## config.mk

```make
export PLATFORM = sky130hd
export DESIGN_NAME = supply_fault_supervisor_led
export DESIGN_NICKNAME = d
export VERILOG_FILES = /design/src/design/sfs_pkg.sv /design/src/design/sfs_cfg.sv /design/src/design/sfs_step.sv /design/src/design/supply_fault_supervisor_led.sv
export VERILOG_INCLUDE_DIRS = /design/src /design/src/design
export SDC_FILE = /design/constraint.sdc
export NUM_CORES = 1
export LEC_CHECK = 0
export ABC_AREA = 1
export BUFFER_PORTS_ARGS = -buffer_cell sky130_fd_sc_hd__buf_2
export CELL_PAD_IN_SITES_DETAIL_PLACEMENT = 0
export CELL_PAD_IN_SITES_GLOBAL_PLACEMENT = 1
export CORE_MARGIN = 3
export CORE_UTILIZATION = 39
export DETAILED_ROUTE_END_ITERATION = 10
export PLACE_DENSITY = 0.75
export SYNTH_ARGS = -nofsm -noshare
export SYNTH_HDL_FRONTEND = slang
export SYNTH_SLANG_ARGS = --single-unit
```

## constraint.sdc

```tcl
create_clock -name clk -period 2.9 [get_ports clk]
set_input_delay 0 -clock clk [delete_from_list [all_inputs] [get_ports clk]]
set_output_delay 0 -clock clk [all_outputs]
set_load 0.05 [all_outputs]
```

## src/design/assert_macros.svh

```systemverilog
// Assertion helpers used by the top-level design file.
`ifndef ASSERT_MACROS_SVH
`define ASSERT_MACROS_SVH

// Checked only while the block is out of reset.
`define SFS_ASSERT(lbl, clk, rst_n, prop, msg) \
    lbl: assert property (@(posedge clk) disable iff (!rst_n) prop) else $error(msg);

// Checked at every clock edge, including during reset.
`define SFS_ASSERT_ALWAYS(lbl, clk, prop, msg) \
    lbl: assert property (@(posedge clk) prop) else $error(msg);

`endif

```

## src/design/sfs_pkg.sv

```systemverilog
package sfs_pkg;

    localparam int TempW    = 9;
    localparam int VoltW    = 16;
    localparam int TimeW    = 16;
    localparam int CountW   = 16;
    localparam int CfgIdxW  = 3;
    localparam int CfgDataW = 16;
    localparam int InDataW  = 32;
    localparam int OutDataW = 8;

    localparam logic [CountW-1:0] COUNT_MAX = {CountW{1'b1}};

    typedef enum logic [2:0] {
        MODE_OFF    = 3'd0,
        MODE_ON     = 3'd1,
        MODE_BOTH   = 3'd2,
        MODE_OVERT  = 3'd3,
        MODE_UNDERV = 3'd4
    } led_mode_t;

    typedef enum logic [CfgIdxW-1:0] {
        REG_SUPPLY_REQUEST     = 3'd0,
        REG_TEMP_LIMIT         = 3'd1,
        REG_MIN_VOLTAGE_LIMIT  = 3'd2,
        REG_FAST_BLINK_TIME    = 3'd3,
        REG_OVERTEMP_ON_TIME   = 3'd4,
        REG_OVERTEMP_OFF_TIME  = 3'd5,
        REG_UNDERVOLT_ON_TIME  = 3'd6,
        REG_UNDERVOLT_OFF_TIME = 3'd7
    } cfg_index_t;

    localparam logic              RST_SUPPLY_REQUEST     = 1'b1;
    localparam logic [TempW-1:0]  RST_TEMP_LIMIT         = 9'd70;
    localparam logic [VoltW-1:0]  RST_MIN_VOLTAGE_LIMIT  = 16'd10;
    localparam logic [TimeW-1:0]  RST_FAST_BLINK_TIME    = 16'd100;
    localparam logic [TimeW-1:0]  RST_OVERTEMP_ON_TIME   = 16'd800;
    localparam logic [TimeW-1:0]  RST_OVERTEMP_OFF_TIME  = 16'd200;
    localparam logic [TimeW-1:0]  RST_UNDERVOLT_ON_TIME  = 16'd100;
    localparam logic [TimeW-1:0]  RST_UNDERVOLT_OFF_TIME = 16'd900;

    typedef struct packed {
        logic              supply_request;
        logic [TempW-1:0]  temp_limit;
        logic [VoltW-1:0]  min_voltage_limit;
        logic [TimeW-1:0]  fast_blink_time;
        logic [TimeW-1:0]  overtemp_on_time;
        logic [TimeW-1:0]  overtemp_off_time;
        logic [TimeW-1:0]  undervolt_on_time;
        logic [TimeW-1:0]  undervolt_off_time;
    } cfg_t;

    typedef struct packed {
        logic              over_temp;
        logic              under_volt;
        logic              supply_on;
        logic              led_level;
        logic [CountW-1:0] since_toggle;
    } state_t;

    typedef struct packed {
        logic      relay_on;
        logic      led_on;
        led_mode_t led_mode;
        logic      ot_fault;
        logic      uv_fault;
    } result_t;

endpackage

```

## src/design/sfs_cfg.sv

```systemverilog
module sfs_cfg
    import sfs_pkg::*;
(
    input  logic                clk,
    input  logic                rst_n,
    input  logic                cfg_we,
    input  logic [CfgIdxW-1:0]  cfg_index,
    input  logic [CfgDataW-1:0] cfg_data,
    output cfg_t                cfg
);

    cfg_t cfg_reg;
    cfg_t cfg_next;

    always_comb
    begin
        cfg_next = cfg_reg;
        if (cfg_we)
        begin
            case (cfg_index_t'(cfg_index))
                REG_SUPPLY_REQUEST:     cfg_next.supply_request     = cfg_data[0];
                REG_TEMP_LIMIT:         cfg_next.temp_limit         = cfg_data[TempW-1:0];
                REG_MIN_VOLTAGE_LIMIT:  cfg_next.min_voltage_limit  = cfg_data[VoltW-1:0];
                REG_FAST_BLINK_TIME:    cfg_next.fast_blink_time    = cfg_data[TimeW-1:0];
                REG_OVERTEMP_ON_TIME:   cfg_next.overtemp_on_time   = cfg_data[TimeW-1:0];
                REG_OVERTEMP_OFF_TIME:  cfg_next.overtemp_off_time  = cfg_data[TimeW-1:0];
                REG_UNDERVOLT_ON_TIME:  cfg_next.undervolt_on_time  = cfg_data[TimeW-1:0];
                REG_UNDERVOLT_OFF_TIME: cfg_next.undervolt_off_time = cfg_data[TimeW-1:0];
                default:                cfg_next = cfg_reg;
            endcase
        end
    end

    always_ff @(posedge clk or negedge rst_n)
    begin
        if (!rst_n)
        begin
            cfg_reg.supply_request     <= RST_SUPPLY_REQUEST;
            cfg_reg.temp_limit         <= RST_TEMP_LIMIT;
            cfg_reg.min_voltage_limit  <= RST_MIN_VOLTAGE_LIMIT;
            cfg_reg.fast_blink_time    <= RST_FAST_BLINK_TIME;
            cfg_reg.overtemp_on_time   <= RST_OVERTEMP_ON_TIME;
            cfg_reg.overtemp_off_time  <= RST_OVERTEMP_OFF_TIME;
            cfg_reg.undervolt_on_time  <= RST_UNDERVOLT_ON_TIME;
            cfg_reg.undervolt_off_time <= RST_UNDERVOLT_OFF_TIME;
        end
        else
        begin
            cfg_reg <= cfg_next;
        end
    end

    assign cfg = cfg_reg;

endmodule

```

## src/design/sfs_step.sv

```systemverilog
module sfs_step
    import sfs_pkg::*;
(
    input  cfg_t             cfg,
    input  state_t           state,
    input  logic             kind,
    input  logic [TempW-1:0] temperature,
    input  logic [VoltW-1:0] min_cell_voltage,
    output state_t           state_next,
    output result_t          result
);

    logic              over_temp;
    logic              under_volt;
    logic [CountW-1:0] count;
    logic [TimeW-1:0]  limit;
    logic              led_level;
    logic [CountW-1:0] count_next;
    led_mode_t         mode;

    always_comb
    begin
        over_temp  = state.over_temp;
        under_volt = state.under_volt;
        count      = state.since_toggle;
        if (!kind)
        begin
            if (count != COUNT_MAX)
            begin
                count = count + CountW'(1);
            end
        end
        else
        begin
            over_temp  = $signed(temperature) > $signed(cfg.temp_limit);
            under_volt = min_cell_voltage < cfg.min_voltage_limit;
        end
    end

    always_comb
    begin
        if (state.supply_on)
        begin
            mode = MODE_ON;
        end
        else if (under_volt)
        begin
            mode = over_temp ? MODE_BOTH : MODE_UNDERV;
        end
        else
        begin
            mode = over_temp ? MODE_OVERT : MODE_OFF;
        end
    end

    always_comb
    begin
        case (mode)
            MODE_BOTH:   limit = cfg.fast_blink_time;
            MODE_OVERT:  limit = state.led_level ? cfg.overtemp_on_time : cfg.overtemp_off_time;
            MODE_UNDERV: limit = state.led_level ? cfg.undervolt_on_time
                                                 : cfg.undervolt_off_time;
            default:     limit = cfg.fast_blink_time;
        endcase
    end

    always_comb
    begin
        led_level  = state.led_level;
        count_next = count;
        case (mode)
            MODE_ON:
            begin
                led_level = 1'b1;
            end
            MODE_BOTH, MODE_OVERT, MODE_UNDERV:
            begin
                if (count > limit)
                begin
                    led_level  = ~state.led_level;
                    count_next = '0;
                end
            end
            default:
            begin
                led_level = 1'b0;
            end
        endcase
    end

    always_comb
    begin
        state_next.over_temp    = over_temp;
        state_next.under_volt   = under_volt;
        state_next.supply_on    = cfg.supply_request & ~over_temp & ~under_volt;
        state_next.led_level    = led_level;
        state_next.since_toggle = count_next;

        result.relay_on = state.supply_on;
        result.led_on   = led_level;
        result.led_mode = mode;
        result.ot_fault = over_temp;
        result.uv_fault = under_volt;
    end

endmodule

```

## src/design/supply_fault_supervisor_led.sv

```systemverilog
// Channel     Direction  Payload
// s_axis      in         tuser: kind; tdata: temperature, min_cell_voltage
// m_axis      out        tdata: relay_on, led_on, led_mode, ot_fault, uv_fault
// cfg         in         cfg_we, cfg_index, cfg_data
//
// A request is held in the input register and its result in the output register.
// One new request is accepted every cycle while m_axis_tready is high.
// Reset puts the configuration registers to their package defaults, clears both valid flags
// and the supervisor state. A result held by a low m_axis_tready lets one more request wait in the input register.
`include "assert_macros.svh"

module supply_fault_supervisor_led
    import sfs_pkg::*;
(
    input  logic                clk,
    input  logic                rst_n,

    input  logic                s_axis_tvalid,
    output logic                s_axis_tready,
    input  logic [InDataW-1:0]  s_axis_tdata,   // temperature[8:0], min_cell_voltage[24:9]
    input  logic                s_axis_tuser,   // kind

    output logic                m_axis_tvalid,
    input  logic                m_axis_tready,
    output logic [OutDataW-1:0] m_axis_tdata,   // relay_on, led_on, led_mode[2:0],
                                                // ot_fault, uv_fault

    input  logic                cfg_we,
    input  logic [CfgIdxW-1:0]  cfg_index,
    input  logic [CfgDataW-1:0] cfg_data
);

    cfg_t              cfg;
    state_t            state_reg;
    state_t            state_next;
    result_t           result;

    logic              in_valid_reg;
    logic              in_kind_reg;
    logic [TempW-1:0]  in_temp_reg;
    logic [VoltW-1:0]  in_volt_reg;
    logic              out_valid_reg;
    logic [OutDataW-1:0] out_data_reg;
    logic              advance;
    logic              in_take;

    sfs_cfg u_cfg (
        .clk       (clk),
        .rst_n     (rst_n),
        .cfg_we    (cfg_we),
        .cfg_index (cfg_index),
        .cfg_data  (cfg_data),
        .cfg       (cfg)
    );

    sfs_step u_step (
        .cfg              (cfg),
        .state            (state_reg),
        .kind             (in_kind_reg),
        .temperature      (in_temp_reg),
        .min_cell_voltage (in_volt_reg),
        .state_next       (state_next),
        .result           (result)
    );

    assign advance       = in_valid_reg & (~out_valid_reg | m_axis_tready);
    assign s_axis_tready = ~in_valid_reg | advance;
    assign in_take       = s_axis_tvalid & s_axis_tready;

    always_ff @(posedge clk or negedge rst_n)
    begin
        if (!rst_n)
        begin
            in_valid_reg  <= 1'b0;
            out_valid_reg <= 1'b0;
            state_reg     <= '0;
        end
        else
        begin
            if (in_take)
            begin
                in_valid_reg <= 1'b1;
            end
            else if (advance)
            begin
                in_valid_reg <= 1'b0;
            end

            if (advance)
            begin
                out_valid_reg <= 1'b1;
                state_reg     <= state_next;
            end
            else if (m_axis_tready)
            begin
                out_valid_reg <= 1'b0;
            end
        end
    end

    always_ff @(posedge clk)
    begin
        if (in_take)
        begin
            in_kind_reg <= s_axis_tuser;
            in_temp_reg <= s_axis_tdata[TempW-1:0];
            in_volt_reg <= s_axis_tdata[TempW+VoltW-1:TempW];
        end
        if (advance)
        begin
            out_data_reg <= {1'b0, result.uv_fault, result.ot_fault,
                             result.led_mode, result.led_on, result.relay_on};
        end
    end

    assign m_axis_tvalid = out_valid_reg;
    assign m_axis_tdata  = out_data_reg;

    `SFS_ASSERT(a_relay_follows_state, clk, rst_n,
        advance |=> (m_axis_tdata[0] == $past(state_reg.supply_on)),
        "relay_on does not match the stored supply state")
    `SFS_ASSERT(a_steady_on_lit, clk, rst_n,
        (m_axis_tvalid && m_axis_tdata[4:2] == MODE_ON) |-> m_axis_tdata[1],
        "LED dark in steady on mode")
    `SFS_ASSERT(a_count_step, clk, rst_n,
        (state_reg.since_toggle != $past(state_reg.since_toggle)) |->
        (state_reg.since_toggle == '0 ||
         state_reg.since_toggle == $past(state_reg.since_toggle) + CountW'(1)),
        "tick counter moved by more than one")
    `SFS_ASSERT_ALWAYS(a_ready_when_empty, clk,
        (!s_axis_tready) |-> in_valid_reg,
        "input stalled with an empty input register")

endmodule

```

==> results.txt <==
Number of max-cap violations: 0
Synthesized net count: 1077
Least-Margin Pin Slew: 1.025 ns
Clk buf depth: 2
R2R setup slack: -0.60 ns
Placed cell count: 1332
Final non-filler cell total: 1432
Via count: 6781
Largest net degree at the start of global routing: 51
Die span in x: 150.4 microns
Placement Cell Area: 9170 sq um
Vias per inst: 4.735
Final WS setup: -0.6028 ns
Clock power share: 28.4%
Yosys cell types: 38
LEAKAGE: 5.295 nW
Setup violators final: 18
Post-synthesis instance total: 979
FF-to-FF End: state_reg[3]
Buffers on Ports: 58
Top-count cell post-synth: nand2_1
Vias in the first global route: 6524
Worst Skew: 0.01038 ns
IO Pins: 67
Routability congestion estimate: 0.7759
CTS tree: yes
Root Driver: clkbuf_16
Synth Flop Type: dfrtp_1
Detailed placer's ending HPWL: 13.91 mm
Pwr Density: 770.1 nW/um^2
Post-route DRC: 0
Routed WL: 20.96 mm
VDD IR max: 461.0 uV
Row cnt: 52
Top post-synthesis cells by count: nand2_1, o21ai_0, inv_1
DR iter-0 viols: 330
Kind of critical path: reg -> reg
ANT cells: 0
Largest area contributor in the netlist: dfrtp_1
M3 GR Usage: 2.920%
Starting density of the core: 39.95%
Dpl ws: -0.5414 ns
Filler cell count: 1885
Status: finished, violations left
Switching share of power: 35.21%
Crit path time final: 3.503 ns
Syn. warnings: 0
Global-route wire length before repair: 33.78 mm
Syn Std Cell Area: 8135 sq um
FFs w/ async S/R, synth: 79.50%
First-pass DRT Iterations: 5
Later-pin clock latency in the skew report: 0.43 ns
Nets: 1247
Slew Limit Fails: 0
GRT met1 Usage: 26.63%
Pint: 5.415 mW
Max FO, Critical Path: 8
Register bit total from synthesis: 161
Max reg flops: 106
Yosys top cell area share: 32.61%
H-tree Lvls: 4
Share of cells above drive strength 1: 24.53%
Period utilisation layout: 120.8%
Die Area: 22630 sq um
Post-synth EDFFs: 33
Worst path arrival time: 3.82 ns
Global Route Usage Sum: 19.20%
Max Clk Rate: 285.5 MHz
Routed wire length per instance: 14.63 microns
Overflow after GRT: 0
Comb pwr share: 36.1%
Flop pwr share: 35.5%
Register area share after synthesis: 51.89%
RSZ-0062 raised after global routing: true
Psw: 2.943 mW
CTS Buf Count: 17
Hold crit path type: in -> async
Clk pin slew, worst setup/hold paths: 0.07 ns
Final hold violations: 0
Syn avg cell area: 8.310 sq um
Final Instance Area: 10850 sq um
Crit. End Element: flip-flop
Busiest grt layer: met2
Initial antenna violation count: 0
M2 GR Usage: 31.37%
Area Overhead vs Synth: 33.42%
Startpoint types: flip-flop
Critical Path RT: 3.22 ns
FF-to-FF path depth: 25
Hold_ws: 0.1582 ns
Core area: 20360 sq um
Slew headroom: 31.51%
Synth top area cells: dfrtp_1, nand2_1, edfxtp_1, o21ai_0, dfstp_2
Clock Sinks: 161
Final Core Density: 53.30%
Failing checks: negative setup slack
Detail Route Antenna Nets: 0
Worst r2r src: u_cfg.cfg[102]
Die Y: 150.4 microns
-- area by class of cell --
type                       instances  area, sq um  area share, %
clock buffer                      22        506.7          4.669
clock inverter                    10        118.9          1.095
inverter                         120        455.4          4.196
multi-input combinational        665         3740          34.46
sequential                       161         4222          38.89
tap                              270        337.8          3.112
timing repair buffer             183         1466          13.51
timing repair inverter             1        7.507        0.06916
-- how the worst max path moves through the flow --
stage | startpoint | to | slack (ns)
final | u_cfg.cfg[102] | state_reg[3] | -0.60
after global routing | u_cfg.cfg[102] | state_reg[0] | -0.81
after detailed placement | u_cfg.cfg[102] | state_reg[13] | -0.54
after floorplan | u_cfg.cfg[102] | state_reg[10] | -0.18
after CTS | u_cfg.cfg[102] | state_reg[3] | -0.42
after global placement | u_cfg.cfg[102] | state_reg[1] | -0.52
-- power by group through the flow --
| stage | Clock (mW) | Combinational (mW) | Sequential (mW) |
|---|---|---|---|
| after floorplan | 0 | 1.51 | 3.06 |
| after global placement | 0 | 2.37 | 2.99 |
| after detailed placement | 0 | 2.41 | 3.00 |
| after CTS | 2.43 | 2.76 | 2.96 |
| after global routing | 2.54 | 3.38 | 3.01 |
| final | 2.38 | 3.02 | 2.97 |
-- cells in the final DEF (no fill, tap or decap), types with 11 or more instances in the layout --
master         Yosys  routed
clkbuf_16          0      21
a21oi_1           18      12
nand2_2            6      21
nor2_2             2      14
dfstp_2           22      22
edfxtp_1          33      33
buf_4              2      66
ha_1              41      30
nand3_2            2      11
inv_2              5      12
ha_4               0      11
nand2_1          323     301
dfrtp_1          106     106
inv_1            114     106
nor2_1            46      32
nand3_1           54      41
o21ai_0          129     125
buf_2              2      57
dlygate4sd3_1      0      52
-- logic make-up after synthesis --
kind of cell / Yosys count / share of synthesized area [%]
AO/OA/AOI/OAI: 153 / 9.643
XOR/XNOR: 12 / 1.292
adder cells (fa/ha/maj): 41 / 6.306
buffers and inverters: 154 / 7.505
flip-flops: 161 / 51.89
multiplexers: 1 / 0.1230
other: 1 / 0.04610
AND/OR/NAND/NOR: 456 / 23.19
-- routing by layer --
| layer | up-vias | routed length, microns |
|---|---|---|
| met1 | 3190 | 9901 |
| li1 | 3474 | - |
| met2 | 104 | 10150 |
| met4 | 0 | 189 |
| met3 | 13 | 720 |
| met5 | - | 0 |
-- critical path, cell delays in order (launching register included) --
cell and delay [ns]:
dfstp_2 0.54, inv_2 0.04, ha_4 0.27, nand2_4 0.05, nor2_4 0.09, nand3_2 0.12, nand4_1 0.13, nand2_1 0.07
nand3_2 0.08, nand2_4 0.07, nor2_4 0.25, clkbuf_16 0.20, nand2_1 0.06, nand2_1 0.08, nor2_2 0.05, ha_1 0.30
nand2_1 0.11, nor3_4 0.21, nand2_1 0.07, nand2_1 0.07, nand2_1 0.06, inv_1 0.06, nand2_2 0.09, clkbuf_16 0.18
nand3_1 0.07, nand2_1 0.05
-- per-stage QoR --
step	setup TNS, ns	total power, mW
after CTS	-7.086	8.150
after detailed placement	-9.388	5.408
after global routing	-14.23	8.932
final	-10.31	8.359
after floorplan	-2.123	4.572
after global placement	-9.109	5.359
-- repair_timing --
action / CTS / global route
hold endpoints to repair: 120 / 0
gates resized for setup: 39 / 47
hold buffers: 52 / 0
pin swaps: 8 / 21
setup buffers: 6 / 6
gates cloned: 3 / 2
endpoints found under the setup margin: 18 / 18
(Power assumes the default switching activity.)
